===== src/rtl/rcva_pkg.sv =====
`default_nettype none

package rcva_pkg;

    // Fixed field widths
    localparam int PITCH_W = 7;
    localparam int ROLE_W  = 4;
    localparam int CAP_W   = 5;
    localparam int MASK_W  = 16;
    localparam int AGE_W   = 64;
    localparam int VOUT_W  = 4;
    // Voice index width inside the cell chain; it can number up to 64 voices
    localparam int IDX_W   = 6;

    // Configuration register indexes
    localparam int CFG_IDX_W = 2;
    localparam logic [CFG_IDX_W-1:0] CFG_ACTIVE_ROLE   = 2'd0;
    localparam logic [CFG_IDX_W-1:0] CFG_VOICE_CAP     = 2'd1;
    localparam logic [CFG_IDX_W-1:0] CFG_ONE_SHOT_MASK = 2'd2;

    typedef enum logic [1:0] {
        CMD_NOTE_ON    = 2'd0,
        CMD_NOTE_OFF   = 2'd1,
        CMD_VOICE_DONE = 2'd2,
        CMD_PANIC      = 2'd3
    } t_command;

    typedef enum logic [2:0] {
        OP_NONE,
        OP_WRITE,
        OP_NOTE_OFF,
        OP_DONE,
        OP_PANIC
    } t_cell_op;

    typedef struct packed {
        t_command             command;
        logic [PITCH_W-1:0]   pitch;
        logic [3:0]           done_voice;
    } t_in_word;

    typedef struct packed {
        logic [VOUT_W-1:0]    voice_index;
        logic                 stolen;
        logic [MASK_W-1:0]    released_mask;
        logic [MASK_W-1:0]    cleared_mask;
    } t_out_word;

    // Broadcast from the controller to every cell
    typedef struct packed {
        t_cell_op             op;
        logic [IDX_W-1:0]     idx;
        logic [PITCH_W-1:0]   pitch;
        logic [ROLE_W-1:0]    role;
        logic                 one_shot;
        logic [AGE_W-1:0]     age;
    } t_cell_cmd;

    // Running scan record handed from cell to cell
    typedef struct packed {
        logic [CAP_W-1:0]     used;
        logic                 role_hit;
        logic [AGE_W-1:0]     role_age;
        logic [IDX_W-1:0]     role_idx;
        logic                 free_hit;
        logic [IDX_W-1:0]     free_idx;
        logic [AGE_W-1:0]     old_age;
        logic [IDX_W-1:0]     old_idx;
    } t_scan;

    localparam t_scan SCAN_INIT = '{
        used:     '0,
        role_hit: 1'b0,
        role_age: '1,
        role_idx: '0,
        free_hit: 1'b0,
        free_idx: '0,
        old_age:  '1,
        old_idx:  '0
    };

endpackage

`default_nettype wire


===== src/rtl/rcva_cell.sv =====
`default_nettype none

module rcva_cell
    import rcva_pkg::*;
#(
    parameter int CELL_INDEX = 0
) (
    input  wire logic      i_clk,
    input  wire logic      i_rst_n,
    input  wire t_cell_cmd i_cmd,
    input  wire logic      i_scan_valid,
    input  wire t_scan     i_scan,
    output logic           o_scan_valid,
    output t_scan          o_scan,
    output logic           o_released,
    output logic           o_cleared
);

    localparam logic [IDX_W-1:0] MY_IDX = IDX_W'(CELL_INDEX);

    logic               r_active;
    logic               r_releasing;
    logic               r_one_shot;
    logic [PITCH_W-1:0] r_pitch;
    logic [ROLE_W-1:0]  r_role;
    logic [AGE_W-1:0]   r_age;

    logic               r_scan_valid;
    t_scan              r_scan;
    t_scan              n_scan;

    logic               w_hit_idx;
    logic               w_hit_pitch;

    assign w_hit_idx   = (i_cmd.idx == MY_IDX);
    assign w_hit_pitch = r_active && (r_pitch == i_cmd.pitch);

    // Report what this word does to the voice
    always_comb begin
        o_released = 1'b0;
        o_cleared  = 1'b0;
        case (i_cmd.op)
            OP_NOTE_OFF: begin
                o_released = w_hit_pitch && !r_one_shot;
                o_cleared  = w_hit_pitch && r_one_shot;
            end
            OP_DONE:  o_cleared = r_active && w_hit_idx;
            OP_PANIC: o_cleared = r_active;
            default: begin
                o_released = 1'b0;
                o_cleared  = 1'b0;
            end
        endcase
    end

    // Fold this voice into the scan record
    always_comb begin
        n_scan = i_scan;
        if (!r_active) begin
            if (!i_scan.free_hit) begin
                n_scan.free_hit = 1'b1;
                n_scan.free_idx = MY_IDX;
            end
        end else if (r_role == i_cmd.role) begin
            if (i_scan.used != '1) begin
                n_scan.used = i_scan.used + CAP_W'(1);
            end
            if (r_age < i_scan.role_age) begin
                n_scan.role_hit = 1'b1;
                n_scan.role_age = r_age;
                n_scan.role_idx = MY_IDX;
            end
        end
        if (r_age < i_scan.old_age) begin
            n_scan.old_age = r_age;
            n_scan.old_idx = MY_IDX;
        end
    end

    // Voice flags
    always_ff @(posedge i_clk) begin
        if (!i_rst_n) begin
            r_active     <= 1'b0;
            r_releasing  <= 1'b0;
            r_scan_valid <= 1'b0;
        end else begin
            r_scan_valid <= i_scan_valid;
            case (i_cmd.op)
                OP_WRITE: begin
                    if (w_hit_idx) begin
                        r_active    <= 1'b1;
                        r_releasing <= 1'b0;
                    end
                end
                OP_NOTE_OFF: begin
                    if (w_hit_pitch) begin
                        if (r_one_shot) begin
                            r_active    <= 1'b0;
                            r_releasing <= 1'b0;
                        end else begin
                            r_releasing <= 1'b1;
                        end
                    end
                end
                OP_DONE: begin
                    if (w_hit_idx) begin
                        r_active    <= 1'b0;
                        r_releasing <= 1'b0;
                    end
                end
                OP_PANIC: begin
                    r_active    <= 1'b0;
                    r_releasing <= 1'b0;
                end
                default: begin
                    r_active    <= r_active;
                    r_releasing <= r_releasing;
                end
            endcase
        end
    end

    // Voice payload and scan record; scan record holds between scans
    always_ff @(posedge i_clk) begin
        if (i_cmd.op == OP_WRITE && w_hit_idx) begin
            r_pitch    <= i_cmd.pitch;
            r_role     <= i_cmd.role;
            r_one_shot <= i_cmd.one_shot;
            r_age      <= i_cmd.age;
        end
        if (i_scan_valid) begin
            r_scan <= n_scan;
        end
    end

    assign o_scan_valid = r_scan_valid;
    assign o_scan       = r_scan;

endmodule

`default_nettype wire


===== config.mk =====
export PLATFORM = sky130hd
export DESIGN_NAME = rcva_cell
export DESIGN_NICKNAME = d
export VERILOG_FILES = /design/src/rtl/rcva_pkg.sv /design/src/rtl/rcva_cell.sv
export SDC_FILE = /design/constraint.sdc
export NUM_CORES = 1
export LEC_CHECK = 0
export BUFFER_PORTS_ARGS = -buffer_cell sky130_fd_sc_hd__buf_2
export CAP_MARGIN = 10
export CORE_MARGIN = 2
export CORE_UTILIZATION = 58
export DETAILED_ROUTE_END_ITERATION = 12
export GPL_ROUTABILITY_DRIVEN = 0
export PLACE_DENSITY = 0.87
export SLEW_MARGIN = 20
export SYNTH_ARGS = -nofsm -noshare
export SYNTH_HDL_FRONTEND = slang
export SYNTH_SLANG_ARGS = --single-unit

===== constraint.sdc =====
create_clock -name i_clk -period 23.4 [get_ports i_clk]
set_clock_uncertainty 0.2 [all_clocks]
set_input_delay 7.02 -clock i_clk [delete_from_list [all_inputs] [get_ports i_clk]]
set_output_delay 7.02 -clock i_clk [all_outputs]
set_load 0.1 [all_outputs]

Word-level counts from Yosys, hierarchy flattened
Index checks and enable logic that the tools add are counted.
- register bits: 231
- bits in latches: 0
- memory bits (writable): 0
- ROM bits: 0
- input port bits: 241
- output and inout bits: 156
- logic and storage cells: 51
- memories kept: 0
- add/subtract/negate cells: 1
- $mul: 0
- div/mod/pow operators: 0
- order comparisons: 2
- equality and inequality tests: 11
- shift operators: 0
- muxes and demuxes: 14
- bitwise operators: 0
- reduce and logical (&&, ||, !) cells: 9
- operators by type and width (kind ; count):
    76-bit 2-to-1 mux ; 2
    64-bit < comparator ; 2
    71-bit 2-to-1 mux ; 1
    70-bit 2-to-1 mux ; 1
    2-bit != test (second input constant) ; 4
    7-bit equality test ; 1
    7-bit 2-to-1 mux ; 1
    3-bit by 2-bit equality test with 1-bit output (second input constant) ; 2
    6-bit logical NOT ; 1
    6-bit 2-to-1 mux ; 1
    5-bit by 1-bit adder with 5-bit output (second input constant) ; 1
    1-bit logical AND ; 5
    1-bit 2-to-1 mux ; 5
    5-bit 2-to-1 mux ; 1
    5-bit != test (second input constant) ; 1
    5-bit AND reduction ; 1
    4-bit equality test ; 1
    1-bit case mux with 4 select lines ; 1
    4-bit nonzero test ; 1
    3-bit by 1-bit equality test with 1-bit output (second input constant) ; 1
    3-bit equality test (second input constant) ; 1
    1-bit case mux with 3 select lines ; 1
    1-bit logical NOT ; 1

Depth between registers and ports, before layout
- depth in word-level cells: 4
- depth in mapped cells: 11
- mapped depth without buffers: 9

Worst setup path after synthesis
OpenSTA, ideal clock, no wires.
- path type: input port to output port
- start point: input i_cmd[72] (netlist name)
- end point: output o_released
- data arrival time: 9.732 ns
- required time: 16.180 ns
- setup slack: 6.448 ns
- stages on the path: 4
- buffers on the path: 0
- cells stage by stage: xnor2_1 nand3b_1 nor4_1 nor3b_1
- word-level cells in the longest chain between the ends: 4
- ends and longest elaborated chain (item ; RTL line ; text):
    start: declaration ; rcva_cell.sv:10 ; input wire t_cell_cmd i_cmd,
    7-bit equality test ; rcva_cell.sv:36 ; assign w_hit_pitch = r_active && (r_pitch == i_cmd.pitch);
    1-bit logical AND ; rcva_cell.sv:36 ;
    1-bit logical AND ; rcva_cell.sv:44 ; o_released = w_hit_pitch && !r_one_shot;
    1-bit 2-to-1 mux ; rcva_cell.sv:42 ; case (i_cmd.op)
    end: declaration ; rcva_cell.sv:15 ; output logic o_released,
No other way between the ends.

Worst setup path after layout
- start point: input i_cmd[75] (netlist name)
- end point: output o_cleared
- word-level cells in the longest chain between the ends: 4
- ends and longest elaborated chain (item ; RTL line ; text):
    7-bit equality test ; rcva_cell.sv:36 ;
    1-bit logical AND ; rcva_cell.sv:36 ;
    1-bit logical AND ; rcva_cell.sv:45 ; o_cleared = w_hit_pitch && r_one_shot;
    1-bit case mux with 3 select lines ; rcva_cell.sv:42 ;
    end: declaration ; rcva_cell.sv:16 ; output logic o_cleared
No other way between the ends.

==> impl_metrics.env <==
export IMPL_power_switching_uw=381.8
export IMPL_cp_max_fo=2
export IMPL_power_density_mw_per_mm2=68.07
export IMPL_rsz0062_at_grt="false"
export IMPL_status="complete, no violations"
export IMPL_cts_clk_slew_worst_paths_ns=0.06
export IMPL_peakVddDrop_mv=0.05798
export IMPL_grt_pass1_vias=11710
export IMPL_crit_arrival_ns=8.45
export IMPL_cts_buffer_depth=3
export IMPL_fin_nets=2009
export IMPL_final_cell_mix="buf_2 (395), edfxtp_1 (229), inv_1 (129), ha_1 (127), nand2_1 (104)"
export IMPL_internal_power_uw=804.2
export IMPL_maxCapViolCount=0
export IMPL_power_frac_comb_pct=22.4
export IMPL_clock_power_share_pct=36.7
export IMPL_post_route_util_pct=71.85
export IMPL_grt_usage_pct=30.28
export IMPL_fin_cells=1994
export IMPL_antenna_found_initial=12
export IMPL_p_seq_share_pct=40.9
export IMPL_ff_latch_area_mm2=0.006917
export IMPL_critical_path_class="in2out"
export IMPL_num_io_pins=397
export IMPL_grt_pass1_wl_um=61620
export IMPL_wl_per_cell_um=20.40
export IMPL_ys_ff_latch=231
export IMPL_layout_drive_gt1_share_pct=35.28
export IMPL_period_needed_ns=15.67
export IMPL_synth_top_flop_cell="edfxtp_1"
export IMPL_rows=57
export IMPL_wl_um=40670
export IMPL_multi_input_area_mm2=0.006629
export IMPL_clock_latency_ns=0.53
export IMPL_chipWidth_um=160.9
export IMPL_htreeDepth=1
export IMPL_cts_tree="built"
export IMPL_start_util_pct=58.90
export IMPL_synthCells=1269
export IMPL_cts_sinks=231
export IMPL_finalPower_uw=1186
export IMPL_crit_required_ns=16.18
export IMPL_critical_path_startpoint_type="primary input"
export IMPL_min_period_over_period_pct=66.95
export IMPL_nFillCells=1696
export IMPL_ys_seq_area_share_pct=48.43
export IMPL_cp_end_kind="output pin"
export IMPL_hold_worst_slack_ns=0.3728
export IMPL_coreArea_mm2=0.02425
export IMPL_final_common_cell="buf_2"
export IMPL_drc=0
export IMPL_final_hold_viol_count=0
export IMPL_switching_share_pct=32.19
export IMPL_avgViaCountPerCell=5.961
export IMPL_finalSetupViolCount=0
export IMPL_dr_pass1_iters=8
export IMPL_synth_edff_count=229
export IMPL_post_cts_resized=0
export IMPL_slew_viol_final=0
export IMPL_dp_hpwl_um=28470
export IMPL_dieArea_mm2=0.02590
export IMPL_slew_headroom_pct=31.26
export IMPL_ant_nets=0
export IMPL_synth_top_cell_by_area="edfxtp_1"
export IMPL_yosysWarnings=0
export IMPL_ys_async_sr_fraction_pct=0
export IMPL_synth_fp_nets=1637
export IMPL_tns_ns=0
export IMPL_numCtsBuffers=27
export IMPL_synth_top_area_share_pct=48.15
export IMPL_io_buffer_count=396
export IMPL_p_leak_uw=0.007700
export IMPL_grt_max_degree=98
export IMPL_hold_path_class="reg2reg"
export IMPL_grt_overflow=0
export IMPL_syn_area_mm2=0.01428
export IMPL_syn_to_final_growth_pct=21.98
export IMPL_avgSynthCellArea_um2=11.25
export IMPL_place_inst=1936
export IMPL_clock_fmax_mhz=63.83
export IMPL_vias=11886
export IMPL_synthTopCellsByArea="edfxtp_1 (48%), ha_1 (11%), mux2_4 (6.6%)"
export IMPL_ctsHoldBuffers=0
export IMPL_cts_root_buf="clkbuf_16"
export IMPL_max_slew_worst_pin_slew_ns=1.031
export IMPL_synthDistinctLibCells=52
export IMPL_cts_setup_buffers=0
export IMPL_drtIter0Drc=1144
export IMPL_die_y_um=160.9
[state kept, by name, summed over array words and instances, names as in the netlist]
signal,flops
r_role,4
r_active,1
o_scan_valid,1
r_pitch,7
r_one_shot,1
o_scan,153
r_age,64
[cells in the mapped netlist, types with 8 or more instances]
cell	number
edfxtp_1	229
inv_1	129
ha_1	127
nand2_1	104
nor2_1	87
nand3_1	78
o211ai_1	68
mux2_2	66
a31oi_1	65
mux2_4	63
a21oi_1	45
clkbuf_1	43
nand4_1	26
a21o_1	20
o21ai_0	17
nor2b_1	10
and2_1	8
[cell families (layout without fill, tap and decap cells)]
group | count (synthesis) | in the layout | share of synthesized area (%)
mux | 129 | 129 | 11.83
xor+xnor | 12 | 12 | 0.7359
flops | 231 | 231 | 48.43
simple gates | 338 | 338 | 10.92
buf+inv | 192 | 584 | 5.545
fa+ha+maj | 127 | 127 | 11.13
compound gates | 240 | 240 | 11.42
other cells | 0 | 9 | 0
[critical path: stages]
cell	delay [ns]
buf_2	0.11
xnor2_1	0.20
nand4_1	0.16
nor4_1	0.24
nand2_1	0.11
o21ai_0	0.15
buf_2	0.45
[worst paths after layout]
path                  start         end  slack, ns  cells after the start
setup / recovery  i_cmd[75]   o_cleared       7.73                      7
setup reg to reg  r_age[59]   o_scan[4]      19.15                      9
hold / removal     r_active  o_scan[76]       0.37                      1
hold reg to reg    r_active  o_scan[76]       0.37                      1
[per-stage QoR]
step                      instance area (um2)  setup WS (ns)
after CTS                               17400          7.731
after detailed placement                16500          7.787
final                                   17420          7.733
after floorplan                         14280          6.448
after global placement                  16490          7.851
after global routing                    17410          7.641
[power groups by stage]
stage | combinational, uW | clock (uW) | sequential, uW
finish | 266 | 435 | 485
global route | 279 | 455 | 486
CTS | 265 | 438 | 485
detailed placement | 263 | 0 | 493
global placement | 257 | 0 | 493
floorplan | 59.7 | 0 | 633
[layout make-up]
type                    count  share of cell area (%)
flip-flops and latches    231                   39.70
multi-input cells         846                   38.05
repair buffers            406                   11.84
clock buffers              33                   4.007
inverters                 129                   2.779
well taps                 324                   2.327
clock inverters            16                   1.163
diodes                      9                  0.1293
[routing by layer]
metal | routed length (um) | share of wire, % | global-route usage, %
met1 | 14930 | 37 | 35.56
met2 | 19810 | 49 | 52.17
met3 | 3651 | 9.0 | 6.921
met4 | 2242 | 5.5 | 15.42
met5 | 41 | 0.10 | 0
(Power assumes the default switching activity.)
